--- src/sv/fbsb_pkg.sv ---
// ----------------------------------------------------------------------------
// fbsb_pkg
// Shared types, constants and decode/CRC functions for the 4b6b receiver.
// ----------------------------------------------------------------------------
package fbsb_pkg;

  typedef enum logic [1:0] {
    KIND_DATA = 2'd0,
    KIND_END  = 2'd1,
    KIND_DROP = 2'd2
  } kind_t;

  // One result word
  typedef struct packed {
    kind_t       kind;
    logic [7:0]  data;
    logic [7:0]  len;
    logic        match;
    logic [7:0]  num;
    logic        err;
    logic        last;
  } res_t;

  // Receiver state. Leftover input bits never exceed five, and at most one
  // nibble waits for its partner between words.
  typedef struct packed {
    logic [4:0]  ib;
    logic [2:0]  ibc;
    logic [3:0]  nb;
    logic        nb_full;
    logic        err;
    logic [7:0]  bc;
    logic [7:0]  crc;
    logic [7:0]  prev;
    logic [7:0]  pc;
  } rx_state_t;

  typedef struct packed {
    logic        ok;
    logic [3:0]  nib;
  } sym_t;

  localparam logic [7:0] CRC_POLY      = 8'h9B;
  localparam logic [7:0] MAX_LEN_RESET = 8'd250;
  localparam int         RES_DEPTH     = 4;
  localparam int         RES_CNT_W     = $clog2(RES_DEPTH + 1);

  // 4b6b code to nibble
  function automatic sym_t sym_decode(input logic [5:0] code);
    sym_t s;
    s.ok = 1'b1;
    case (code)
      6'h15: s.nib = 4'h0;
      6'h31: s.nib = 4'h1;
      6'h32: s.nib = 4'h2;
      6'h23: s.nib = 4'h3;
      6'h34: s.nib = 4'h4;
      6'h25: s.nib = 4'h5;
      6'h26: s.nib = 4'h6;
      6'h16: s.nib = 4'h7;
      6'h1A: s.nib = 4'h8;
      6'h19: s.nib = 4'h9;
      6'h2A: s.nib = 4'hA;
      6'h0B: s.nib = 4'hB;
      6'h2C: s.nib = 4'hC;
      6'h0D: s.nib = 4'hD;
      6'h0E: s.nib = 4'hE;
      6'h1C: s.nib = 4'hF;
      default: begin
        s.ok  = 1'b0;
        s.nib = 4'h0;
      end
    endcase
    return s;
  endfunction

  // CRC-8, MSB first, one byte
  function automatic logic [7:0] crc8_update(input logic [7:0] crc, input logic [7:0] b);
    logic [7:0] c;
    c = crc ^ b;
    for (int i = 0; i < 8; i++) begin
      if (c[7]) begin
        c = {c[6:0], 1'b0} ^ CRC_POLY;
      end else begin
        c = {c[6:0], 1'b0};
      end
    end
    return c;
  endfunction

endpackage

--- src/sv/fbsb_step.sv ---
// ----------------------------------------------------------------------------
// fbsb_step
// Per-word next-state and result logic: cut codes, pack nibbles, CRC, end.
// ----------------------------------------------------------------------------
module fbsb_step (
  input  fbsb_pkg::rx_state_t st,
  input  logic [7:0]          radio_byte,
  input  logic [7:0]          max_len,
  output fbsb_pkg::rx_state_t st_next,
  output logic [1:0]          n_res,
  output fbsb_pkg::res_t      res0,
  output fbsb_pkg::res_t      res1
);
  import fbsb_pkg::*;

  logic [12:0] wide;
  logic [3:0]  c0;
  logic [3:0]  c1;
  logic [5:0]  code1;
  logic [5:0]  code2;
  sym_t        s1;
  sym_t        s2;
  logic [3:0]  cnt;
  logic        stop;
  logic        err;
  logic [11:0] acc;
  logic [1:0]  an;
  logic [12:0] keep_mask;
  logic [4:0]  ib_new;
  logic        have_b;
  logic [7:0]  b;
  res_t        fin;

  // wide holds c0 meaningful bits, oldest at the top
  assign wide  = {st.ib, radio_byte};
  assign c0    = {1'b0, st.ibc} + 4'd8;
  assign c1    = c0 - 4'd6;
  assign code1 = 6'(wide >> (c0 - 4'd6));
  assign code2 = 6'(wide >> (c1 - 4'd6));
  assign s1    = sym_decode(code1);
  assign s2    = sym_decode(code2);

  always_comb begin
    cnt  = c1;
    err  = st.err;
    acc  = {8'd0, st.nb};
    an   = {1'b0, st.nb_full};
    stop = 1'b0;
    if (code1 != 6'd0) begin
      if (s1.ok) begin
        acc = {acc[7:0], s1.nib};
        an  = an + 2'd1;
      end else begin
        err  = 1'b1;
        cnt  = 4'd0;
        stop = 1'b1;
      end
    end
    if (!stop && c1 >= 4'd6) begin
      cnt = c1 - 4'd6;
      if (code2 != 6'd0) begin
        if (s2.ok) begin
          acc = {acc[7:0], s2.nib};
          an  = an + 2'd1;
        end else begin
          err = 1'b1;
          cnt = 4'd0;
        end
      end
    end
  end

  assign keep_mask = (13'd1 << cnt) - 13'd1;
  assign ib_new    = 5'(wide & keep_mask);
  assign have_b    = an[1];
  assign b         = an[0] ? acc[11:4] : acc[7:0];

  always_comb begin
    st_next = st;
    n_res   = 2'd0;
    res0    = '0;
    res1    = '0;
    fin     = '0;
    if (radio_byte == 8'd0) begin
      if (st.bc != 8'd0) begin
        res0.kind  = KIND_END;
        res0.len   = st.bc;
        res0.match = (st.crc == st.prev);
        res0.num   = st.pc;
        res0.err   = st.err;
        n_res      = 2'd1;
        st_next    = '0;
        st_next.pc = st.pc + 8'd1;
      end
    end else begin
      st_next.ib      = ib_new;
      st_next.ibc     = 3'(cnt);
      st_next.nb      = acc[3:0];
      st_next.nb_full = an[0];
      st_next.err     = err;
      if (have_b) begin
        if (st.bc != 8'd0) begin
          st_next.crc = crc8_update(st.crc, st.prev);
        end
        st_next.prev = b;
        st_next.bc   = st.bc + 8'd1;
        res0.kind    = KIND_DATA;
        res0.data    = b;
        res0.len     = st_next.bc;
        res0.num     = st.pc;
        res0.err     = err;
        n_res        = 2'd1;
        if (st_next.bc >= max_len) begin
          // length limit: report drop, keep bit registers and error flag
          res1.kind    = KIND_DROP;
          res1.len     = st_next.bc;
          res1.num     = st.pc;
          res1.err     = err;
          n_res        = 2'd2;
          st_next.bc   = 8'd0;
          st_next.crc  = 8'd0;
          st_next.prev = 8'd0;
        end
      end
      // bad code with data in hand closes the packet
      if (err && st_next.bc != 8'd0 && n_res != 2'd2) begin
        fin.kind  = KIND_END;
        fin.len   = st_next.bc;
        fin.match = (st_next.crc == st_next.prev);
        fin.num   = st.pc;
        fin.err   = 1'b1;
        if (n_res == 2'd0) begin
          res0 = fin;
        end else begin
          res1 = fin;
        end
        n_res      = n_res + 2'd1;
        st_next    = '0;
        st_next.pc = st.pc + 8'd1;
      end
    end
    if (n_res == 2'd1) begin
      res0.last = 1'b1;
    end
    if (n_res == 2'd2) begin
      res1.last = 1'b1;
    end
  end

endmodule

--- src/sv/fbsb_res_queue.sv ---
// ----------------------------------------------------------------------------
// fbsb_res_queue
// Shifting result queue; takes up to two words a cycle, gives one.
// ----------------------------------------------------------------------------
module fbsb_res_queue (
  input  logic           clk,
  input  logic           rst,
  input  logic [1:0]     push_n,
  input  fbsb_pkg::res_t push0,
  input  fbsb_pkg::res_t push1,
  input  logic           pop,
  output fbsb_pkg::res_t head,
  output logic           not_empty,
  output logic           room
);
  import fbsb_pkg::*;

  res_t                 q      [RES_DEPTH];
  res_t                 q_next [RES_DEPTH];
  res_t                 sh     [RES_DEPTH];
  logic [RES_CNT_W-1:0] cnt;
  logic [RES_CNT_W-1:0] cnt_next;
  logic [RES_CNT_W-1:0] base;

  assign base      = cnt - RES_CNT_W'(pop);
  assign cnt_next  = base + RES_CNT_W'(push_n);
  assign head      = q[0];
  assign not_empty = (cnt != '0);
  // room for a worst-case pair of results
  assign room      = (cnt <= RES_CNT_W'(RES_DEPTH - 2));

  always_comb begin
    for (int i = 0; i < RES_DEPTH - 1; i++) begin
      sh[i] = pop ? q[i + 1] : q[i];
    end
    sh[RES_DEPTH-1] = q[RES_DEPTH-1];
    for (int i = 0; i < RES_DEPTH; i++) begin
      q_next[i] = sh[i];
      if (RES_CNT_W'(i) == base && push_n != 2'd0) begin
        q_next[i] = push0;
      end
      if (RES_CNT_W'(i) == base + RES_CNT_W'(1) && push_n == 2'd2) begin
        q_next[i] = push1;
      end
    end
  end

  always_ff @(posedge clk) begin
    if (rst) begin
      cnt <= '0;
    end else begin
      cnt <= cnt_next;
    end
  end

  always_ff @(posedge clk) begin
    for (int i = 0; i < RES_DEPTH; i++) begin
      q[i] <= q_next[i];
    end
  end

endmodule

--- src/sv/fourb_sixb_packet_receiver_core.sv ---
// ----------------------------------------------------------------------------
// fourb_sixb_packet_receiver_core - 4b6b packet receiver with CRC-8 check
// Path: a radio word is registered in the input register, then its results
// are written into the result queue, whose head drives the result port.
// Throughput: one radio word per cycle while the result queue has room; a
// word that yields two results is absorbed by the four-entry result queue.
// Reset: sync, active high; clears state, queue, limit back to 250.
// ----------------------------------------------------------------------------
module fourb_sixb_packet_receiver_core (
  input  logic       clk,
  input  logic       rst,
  // radio word channel
  input  logic       radio_valid,
  output logic       radio_stall,
  input  logic [7:0] radio_byte,
  // result word channel
  output logic       result_valid,
  input  logic       result_stall,
  output logic [1:0] kind,
  output logic [7:0] data_byte,
  output logic [7:0] packet_length,
  output logic       crc_match,
  output logic [7:0] packet_number,
  output logic       symbol_error,
  output logic       last_result,
  // length limit register
  input  logic       cfg_write,
  input  logic [7:0] cfg_data
);
  import fbsb_pkg::*;

  // Input register: holds one radio word until the queue has room for
  // the up-to-two results it can make.
  logic       hold_valid;
  logic [7:0] hold_byte;
  logic       adv;
  logic       room;

  logic [7:0] max_len;

  rx_state_t  st;
  rx_state_t  st_next;
  logic [1:0] n_res;
  res_t       r0;
  res_t       r1;
  res_t       head;
  logic       pop;

  assign adv         = hold_valid && room;
  assign radio_stall = hold_valid && !room;
  assign pop         = result_valid && !result_stall;

  always_ff @(posedge clk) begin
    if (rst) begin
      hold_valid <= 1'b0;
    end else if (radio_valid && !radio_stall) begin
      hold_valid <= 1'b1;
    end else if (adv) begin
      hold_valid <= 1'b0;
    end
  end

  always_ff @(posedge clk) begin
    if (radio_valid && !radio_stall) begin
      hold_byte <= radio_byte;
    end
  end

  // Limit register; the user must write it only while idle, the block itself does not enforce this
  always_ff @(posedge clk) begin
    if (rst) begin
      max_len <= MAX_LEN_RESET;
    end else if (cfg_write) begin
      max_len <= cfg_data;
    end
  end

  // Decode step: all work for one word between hold register and queue
  fbsb_step u_step (
    .st         (st),
    .radio_byte (hold_byte),
    .max_len    (max_len),
    .st_next    (st_next),
    .n_res      (n_res),
    .res0       (r0),
    .res1       (r1)
  );

  always_ff @(posedge clk) begin
    if (rst) begin
      st <= '0;
    end else if (adv) begin
      st <= st_next;
    end
  end

  fbsb_res_queue u_queue (
    .clk       (clk),
    .rst       (rst),
    .push_n    (adv ? n_res : 2'd0),
    .push0     (r0),
    .push1     (r1),
    .pop       (pop),
    .head      (head),
    .not_empty (result_valid),
    .room      (room)
  );

  assign kind          = head.kind;
  assign data_byte     = head.data;
  assign packet_length = head.len;
  assign crc_match     = head.match;
  assign packet_number = head.num;
  assign symbol_error  = head.err;
  assign last_result   = head.last;

  // A pair of results always opens with a data word and closes on the second
  a_pair_order: assert property (@(posedge clk) disable iff (rst)
    adv && n_res == 2'd2 |-> r0.kind == KIND_DATA && !r0.last && r1.last)
    else $error("result pair out of order");

  // Packet end clears the packet and advances the packet number
  a_end_clears: assert property (@(posedge clk) disable iff (rst)
    adv && ((n_res == 2'd1 && r0.kind == KIND_END) ||
            (n_res == 2'd2 && r1.kind == KIND_END))
    |=> st.bc == 8'd0 && !st.err && st.pc == $past(st.pc) + 8'd1)
    else $error("packet end did not clear state");

  // An error with bytes held must have closed the packet
  a_err_no_bytes: assert property (@(posedge clk) disable iff (rst)
    !(st.err && st.bc != 8'd0))
    else $error("error flag left set with packet bytes");

endmodule

--- config.mk ---
export PLATFORM = sky130hd
export DESIGN_NAME = fourb_sixb_packet_receiver_core
export DESIGN_NICKNAME = d
export VERILOG_FILES = /design/src/sv/fbsb_pkg.sv /design/src/sv/fbsb_step.sv /design/src/sv/fbsb_res_queue.sv /design/src/sv/fourb_sixb_packet_receiver_core.sv
export SDC_FILE = /design/constraint.sdc
export NUM_CORES = 1
export LEC_CHECK = 0
export ABC_AREA = 1
export BUFFER_PORTS_ARGS = -buffer_cell sky130_fd_sc_hd__clkbuf_2
export CAP_MARGIN = 40
export CORE_MARGIN = 8
export CORE_UTILIZATION = 35
export DETAILED_ROUTE_END_ITERATION = 8
export SLEW_MARGIN = 20
export SYNTH_ARGS = -nofsm -noshare
export SYNTH_HDL_FRONTEND = slang
export SYNTH_SLANG_ARGS = --single-unit
--- constraint.sdc ---
create_clock -name clk -period 9.2 [get_ports clk]
set_input_delay 1.38 -clock clk [delete_from_list [all_inputs] [get_ports clk]]
set_output_delay 1.38 -clock clk [all_outputs]
set_load 0.05 [all_outputs]
==> Word-level counts from Yosys, hierarchy flattened <==
Memory sizes are Yosys's and may differ from the RTL's.
Index checks and enable logic that the tools add are counted.
{ "totals": {"reg_bits": 66, "mem_bits_rw": 116, "in_bits": 21, "out_inout_bits": 31, "word_cells": 225, "mem_count": 1} }
{ "memory_table": {"columns": ["name", "words", "width", "rd", "rd_clocked_by_memory_dff", "wr", "line", "text"], "rows": [
  ["u_queue.q", 4, 29, 4, 0, 4, "fbsb_res_queue.sv:18", "res_t q [RES_DEPTH];"]
]} }
{ "classes": {"n_addsub": 12, "magnitude_cmp": 3, "eq_ne": 45, "n_shift": 3, "mux": 103, "n_bitwise": 10, "n_reduce_logical": 35} }
{ "op_table": {"columns": ["cell", "n"], "rows": [
  ["$mux W29", 15],
  ["$mux W8", 35],
  ["$mux W46", 3],
  ["$pmux W4 S15", 2],
  ["$eq A6 B6 Y1 const B", 16],
  ["$mux W24", 3],
  ["$eq A6 B5 Y1 const B", 10],
  ["$mux W12", 4],
  ["$not A5 Y5", 8],
  ["$eq A6 B4 Y1 const B", 6],
  ["$mux W18", 2],
  ["$reduce_or A16 Y1", 2],
  ["$mux W2", 14],
  ["$mux W28", 1],
  ["$mux W9", 3],
  ["$shr A13 B4 Y6", 2],
  ["$mux W4", 5],
  ["$add A8 B1 Y8 const B", 2],
  ["$eq A8 B8 Y1", 2],
  ["$mux W16", 1],
  ["$reduce_bool A8 Y1", 2],
  ["$logic_and A1 B1 Y1", 15],
  ["$mux W1", 15],
  ["$eq A2 B3 Y1 const A", 4],
  ["27 further kinds", 39]
]} }

==> Longest topological paths before layout <==
Gate-level depths: netlist of the first run.
{ "depth": {"depth_word": 60, "mapped_depth": 43, "depth_no_buf": 41} }

==> Cells and area by module <==
Synthesis of the first run repeated with hierarchy kept, for this count alone.
{ "unflattened": {"cells_unflattened": 2202, "area_unflattened_um2": 14077.3} }
{ "by_module_without_submodules": {"columns": ["mod", "n_inst", "cells_each", "area_per_inst_um2", "seq_area_each_um2"], "rows": [
  ["fbsb_res_queue", 1, 829, 6607.6, 3543.4],
  ["fbsb_step", 1, 1025, 5004.8, 0.0],
  ["fourb_sixb_packet_receiver_core", 1, 348, 2464.9, 1341.3]
]} }

==> Worst setup path before layout of the first run <==
No wires, ideal clock.
{ "synth_timing": {"path_kind": "flip-flop to flip-flop", "startpoint": "reg st[39] (netlist name)", "endpoint": "mem u_queue.q[2][0] (netlist bit), enable pin", "setup_time_ns": 0.461, "arrival_ns": 4.806, "t_required_ns": 8.739, "setup_slack_ns": 3.933, "stages_incl_launch_ff": 39, "path_buffers": 4, "synth_period_minus_slack_ns": 5.267, "cell_sequence": "dfxtp_1 inv_2 buf_2 ha_1 inv_1 nand3_1 nand3_1 nand2_1 nand2_1 inv_2 o21ai_0 nand3_1 nor2_1 nand2_1 ha_1 nand2_1 o21ai_2 inv_2 [3 not listed] nand2_1 nand2_1 nand2_2 buf_6 nand2_1 nand2_1 nor2_1 nand2_1 inv_1 nand2_2 nand2_4 nand2_4 nand3_2 nand2_4 nand2_2 buf_6 buf_6 nand3_1"} }
{ "synth_rtl": {"columns": ["element", "line"], "rows": [
  ["end: declaration", "fbsb_res_queue.sv:18"]
]} }

==> results.ini, run 1 <==
[status]
status = finished clean

[drt]
drt-total-wl_mm = 33.6
ant_nets = 0
drt_pass1_iterations = 5
drc = 0
drtIter0Drc = 757
routed-via-count = 11700
wl_per_cell_um = 14.2
vias_per_cell = 4.94

[synthesis]
mappedNetlistArea_um2 = 12400
synth_top_flop_cell = edfxtp_1
netlist_instances = 1877
ys_ff_latch = 182
synth.distinct_cells = 48
synth_area_per_cell_um2 = 6.60
syn-num-nets = 1921
synth-seq-area-share_pct = 36.8
yosysWarningCount = 0
synth-edff-count = 92
async_reset_ff_share_pct = 0

[timing]
skew_ns = 0.0166
grt_setup_unrepaired = no
fin_setup_tns_ns = 0
final-hold-violation-count = 0
slew_violations = 0
finalSetupViolations = 0
relSlewSlack_pct = 44.5
worst_slew_pin_slew_ns = 0.832
whs_ns = 0.449
min_period_ns = 7.79
clock.fmax_mhz = 128
final.period_utilization_pct = 84.7

[die]
coreArea_um2 = 35200
die-area_um2 = 41700
ios = 52
die_w_um = 204
start_util_pct = 35.2
die_y_um = 204
placementRows = 69

[clock_network]
post_cts.repair.setup_buffers = 0
post_cts_resized = 0
cts.sinks = 182
cts_hold_buffers = 0
cts_root_buf = clkbuf_16
h-tree-depth = 4
clk_pin_slew_ns = 0.08
cts_buffers = 17
cts_tree = done
clk_path_buf_depth = 2
insertion_delay_ns = 0.45

[worst_setup_path]
end_kind = register
path_class = register to register
worstPathMaxFanout = 82
cp_slowest_cell = nand2_4
max_stage_delay_ns = 0.67
cp_data_required_time_ns = 9.35
crit_top_cell = nand2_1
start_kind = register
critPathArrivalTime_ns = 7.94

[global_route]
track_usage_pct = 16.2
antenna_found_initial = 0
grt_pass1_wl_mm = 56.1
overflow = 0
grt_max_degree = 83
grt_pass1_vias = 10800

[cells_and_area]
mostFrequentLayoutCells = nand2_1, nand3_1, inv_1
final_common_cell = nand2_1
diodes = 0
multi_input_area_um2 = 6570
n_fill_cell = 3763
drive_gt1_share_pct = 8.64
area_delta_synth_final_pct = 9.94
seqCellArea_um2 = 4560
layout.nets = 1929

[power]
finalPower_mw = 3.81
power.density_nw_per_um2 = 280
vdd_drop_max_mv = 0.153
power_leakage_nw = 6.49

[placement]
gp_congestion = 0.893
hpwl_mm = 25.4
portBuffers = 51

[hold_path]
hold_path_class = register to register

[job]
cap_violations = 0

[final timing paths]
kind	start	to	slack, ns	depth (start not counted)
worst max-delay path	st[39]	u_queue.q[0][9]	1.41	38
worst max register to register	st[39]	u_queue.q[0][9]	1.41	38
worst min-delay path	u_queue.q[3][25]	u_queue.q[3][25]	0.45	2
worst min register to register	u_queue.q[3][25]	u_queue.q[3][25]	0.45	2
[synthesized netlist by cell type (14+ instances only)]
cell | n | area share, %
edfxtp_1 | 92 | 22
nand3_1 | 337 | 14
dfxtp_1 | 90 | 15
o21ai_0 | 42 | 1.7
xor2_1 | 15 | 1.1
nor2_1 | 116 | 3.5
a21oi_1 | 73 | 2.9
inv_1 | 207 | 6.3
buf_2 | 31 | 1.3
xnor2_1 | 14 | 0.99
ha_1 | 22 | 2.2
nand2_2 | 15 | 0.76
nand4_1 | 25 | 1.3
clkbuf_1 | 30 | 0.91
nand2_1 | 653 | 20
o21ai_1 | 17 | 0.69
[state kept, by name, indices dropped and copies added, names as in the netlist]
name	flops
u_queue.q	116
max_len	8
hold_byte	8
u_queue.cnt	3
hold_valid	1
st	46
[layer usage]
metal | track usage, % | up-vias | part of all wire, %
li1 | - | 6083 | -
met1 | 22.6 | 5279 | 49
met2 | 26.1 | 265 | 45
met3 | 2.63 | 29 | 4.4
met4 | 3.57 | 0 | 0.97
met5 | 0 | - | 0
[cell families after synthesis]
kind of cell	after synthesis	share of synthesized area, %
buffers and inverters	303	10.3
AOI/OAI and AO/OA	154	6.83
xor gates and xnor gates	31	2.31
DFF	182	36.8
and+or+nand+nor	1184	41.4
adders and majority gates	23	2.38
[stage by stage]
stage	setup slack (ns)	instances	area [um2]	utilization [%]
after floorplan	3.93	1877	12400	-
after global routing	0.534	2359	13600	38.7
after CTS	1.01	2357	13600	38.6
final	1.41	2359	13600	38.7
after detailed placement	1.02	2325	12900	36.7
after global placement	1.28	2321	12900	36.6
[power breakdown]
part	leakage (nW)	switching [mW]	internal [mW]
logic	4.59	1.42	0.507
clock network	0.306	0.361	0.441
registers	1.59	0.0522	1.03
[cell type report]
class                      instances  area share (%)
clock buffer                      17            3.12
multi-input combinational       1392            48.2
sequential                       182            33.5
timing repair buffer              69            3.21
inverter                         223            6.15
clock inverter                    15            1.56
tap                              461            4.23
[worst max-delay path, delay by kind of cell, from the launching register on]
kind	cells	cell delay [ns]
AO/OA/AOI/OAI	1	0.08
adder cells (fa/ha/maj)	2	0.91
buffers and inverters	7	1.13
flip-flops	1	0.31
AND/OR/NAND/NOR	28	5.04
(Power assumes the default switching activity.)
==> run 2, diff against run 1 <==
clock period = 6.4 ns   (was 9.2 ns; I/O delays follow)
==> results.ini, run 2 (synthesis gave the netlist of run 1 again) <==
[status]
status = finished clean  ; unchanged

[worst_setup_path]
r2r-end = u_queue.q[3][0]  ; was u_queue.q[0][9]
max_stage_delay_ns = 0.48  ; was 0.67 ns
cp_slowest_cell = ha_1  ; was nand2_4
cp-endpoint = u_queue.q[3][0]  ; was u_queue.q[0][9]
worstPathMaxFanout = 30  ; was 82
cp_data_required_time_ns = 6.54  ; was 9.35 ns
start_kind = register  ; unchanged
crit_top_cell = nand2_1  ; unchanged
cp-startpoint = st[39]  ; unchanged
path_class = register to register  ; unchanged
regToRegSetupSlack_ns = 0.68  ; was 1.41 ns
end_kind = register  ; unchanged
critPathArrivalTime_ns = 5.86  ; was 7.94 ns
rr_worst_depth = 32  ; was 38
r2r-start = st[39]  ; unchanged

[global_route]
grt_pass1_vias = 10800  ; about the same
grt_pass1_wl_mm = 55.4  ; was 56.1 mm
antenna_found_initial = 0  ; unchanged
overflow = 0  ; unchanged
track_usage_pct = 16.0  ; was 16.2%
grt_max_degree = 54  ; was 83

[clock_network]
cts_root_buf = clkbuf_16  ; unchanged
insertion_delay_ns = 0.44  ; was 0.45 ns
h-tree-depth = 4  ; unchanged
cts_tree = done  ; unchanged
cts_buffers = 17  ; unchanged
cts.sinks = 182  ; unchanged
clk_path_buf_depth = 2  ; unchanged
clk_pin_slew_ns = 0.07  ; was 0.08 ns

[timing]
grt_setup_unrepaired = no  ; unchanged
finalSetupViolations = 0  ; unchanged
whs_ns = 0.450  ; was 0.449 ns
worst_slew_pin_slew_ns = 0.789  ; was 0.832 ns
slew_violations = 0  ; unchanged
skew_ns = 0.0152  ; was 0.0166 ns
clock.fmax_mhz = 175  ; was 128 MHz
fin_setup_tns_ns = 0  ; unchanged
final.period_utilization_pct = 89.4  ; was 84.7%
final-hold-violation-count = 0  ; unchanged
relSlewSlack_pct = 47.0  ; was 44.5%
min_period_ns = 5.72  ; was 7.79 ns

[die]
placementRows = 69  ; unchanged
start_util_pct = 35.2  ; unchanged
ios = 52  ; unchanged
die_y_um = 204  ; unchanged
coreArea_um2 = 35200  ; unchanged
die_w_um = 204  ; unchanged
die-area_um2 = 41700  ; unchanged

[drt]
drtIter0Drc = 980  ; was 757
wl_per_cell_um = 14.0  ; was 14.2 um
ant_nets = 0  ; unchanged
vias_per_cell = 5.00  ; was 4.94
drc = 0  ; unchanged
routed-via-count = 11800  ; was 11700
drt_pass1_iterations = 6  ; was 5
drt-total-wl_mm = 33.3  ; was 33.6 mm

[hold_path]
hold_path_class = register to register  ; unchanged

[cells_and_area]
final_common_cell = nand2_1  ; unchanged
mostFrequentLayoutCells = nand2_1, nand3_1, inv_1  ; unchanged
diodes = 0  ; unchanged
max_flop_register = u_queue.q  ; unchanged
multi_input_area_um2 = 6570  ; about the same
largest_reg_flops = 116  ; unchanged
drive_gt1_share_pct = 9.17  ; was 8.64%
area_delta_synth_final_pct = 9.98  ; was 9.94%
n_fill_cell = 3745  ; was 3763
layout.nets = 1940  ; was 1929
largestRegisters = u_queue.q: 116 flops, st: 46 flops  ; unchanged
seqCellArea_um2 = 4560  ; unchanged

[power]
power.density_nw_per_um2 = 394  ; was 280 nW/um2
vdd_drop_max_mv = 0.229  ; was 0.153 mV
power_leakage_nw = 6.50  ; was 6.49 nW

[placement]
portBuffers = 51  ; unchanged
gp_congestion = 0.901  ; was 0.893
hpwl_mm = 25.5  ; was 25.4 mm

[job]
cap_violations = 0  ; unchanged

==> run 2: cell types whose count changed in the layout (fill, tap and decap cells not counted), moves of 2 or more <==
cell and delta:
buf_4 +10, inv_4 +4, bufinv_16 -3, clkbuf_1 +2
==> run 2: worst max-delay path: cells and delay by family, from the launching register on <==
kind | cells | cell delay (ns)
buf+inv | 6 | 0.96
simple gates | 23 | 3.28
compound gates | 1 | 0.10
fa+ha+maj | 2 | 0.72
flops | 1 | 0.35
==> run 2: through the flow <==
| stage | worst slack (ns) | instance area (um2) | power [mW] | util, % | instances |
|---|---|---|---|---|---|
| global placement | 0.352 | 13000 | 4.31 | 36.8 | 2333 |
| CTS | 0.177 | 13600 | 5.37 | 38.5 | 2367 |
| global route | 0.0171 | 13600 | 5.80 | 38.7 | 2370 |
| finish | 0.681 | 13600 | 5.37 | 38.7 | 2370 |
| detailed placement | 0.211 | 13000 | 4.34 | 36.9 | 2335 |
| floorplan | 1.13 | 12400 | 3.69 | - | 1877 |
==> run 2: how the worst min path moves through the flow <==
stage / cells after the start / from / to
2_1_floorplan: 2 / u_queue.q[3][19] / u_queue.q[3][19]
6_report: 2 / u_queue.q[3][22] / u_queue.q[3][22]
3_5_place_dp: 2 / u_queue.q[3][22] / u_queue.q[3][22]
3_3_place_gp: 2 / u_queue.q[3][21] / u_queue.q[3][21]
5_1_grt: 2 / u_queue.q[3][19] / u_queue.q[3][19]
4_1_cts: 2 / u_queue.q[3][22] / u_queue.q[3][22]
==> run 2: report_power, final <==
group	internal (mW)	switching (mW)	total, mW
clock network	0.538	0.494	1.03
registers	1.49	0.0756	1.56
logic	0.742	2.03	2.78
total	2.77	2.60	5.37
==> run 2: what timing repair did <==
action,in CTS,in global routing
hold endpoints to repair,0,0
gates resized for setup,0,7
buffers inserted,0,1
hold buffers,0,0
endpoints found under the setup margin,0,156
==> run 2: layout make-up <==
class / instances / share of cell area [%]
Multi-Input combinational cell: 1392 / 48.2
Sequential cell: 182 / 33.5
Inverter: 223 / 6.19
Tap cell: 461 / 4.23
Timing Repair Buffer: 79 / 3.64
Clock buffer: 20 / 3.36
Clock inverter: 12 / 0.817
Timing Repair inverter: 1 / 0.0551
==> run 2: per-layer routing <==
metal	track usage (%)	wire length (um)
met1	22.5	16200
met2	25.7	15100
met3	2.27	1630
met4	3.16	350
met5	0	0
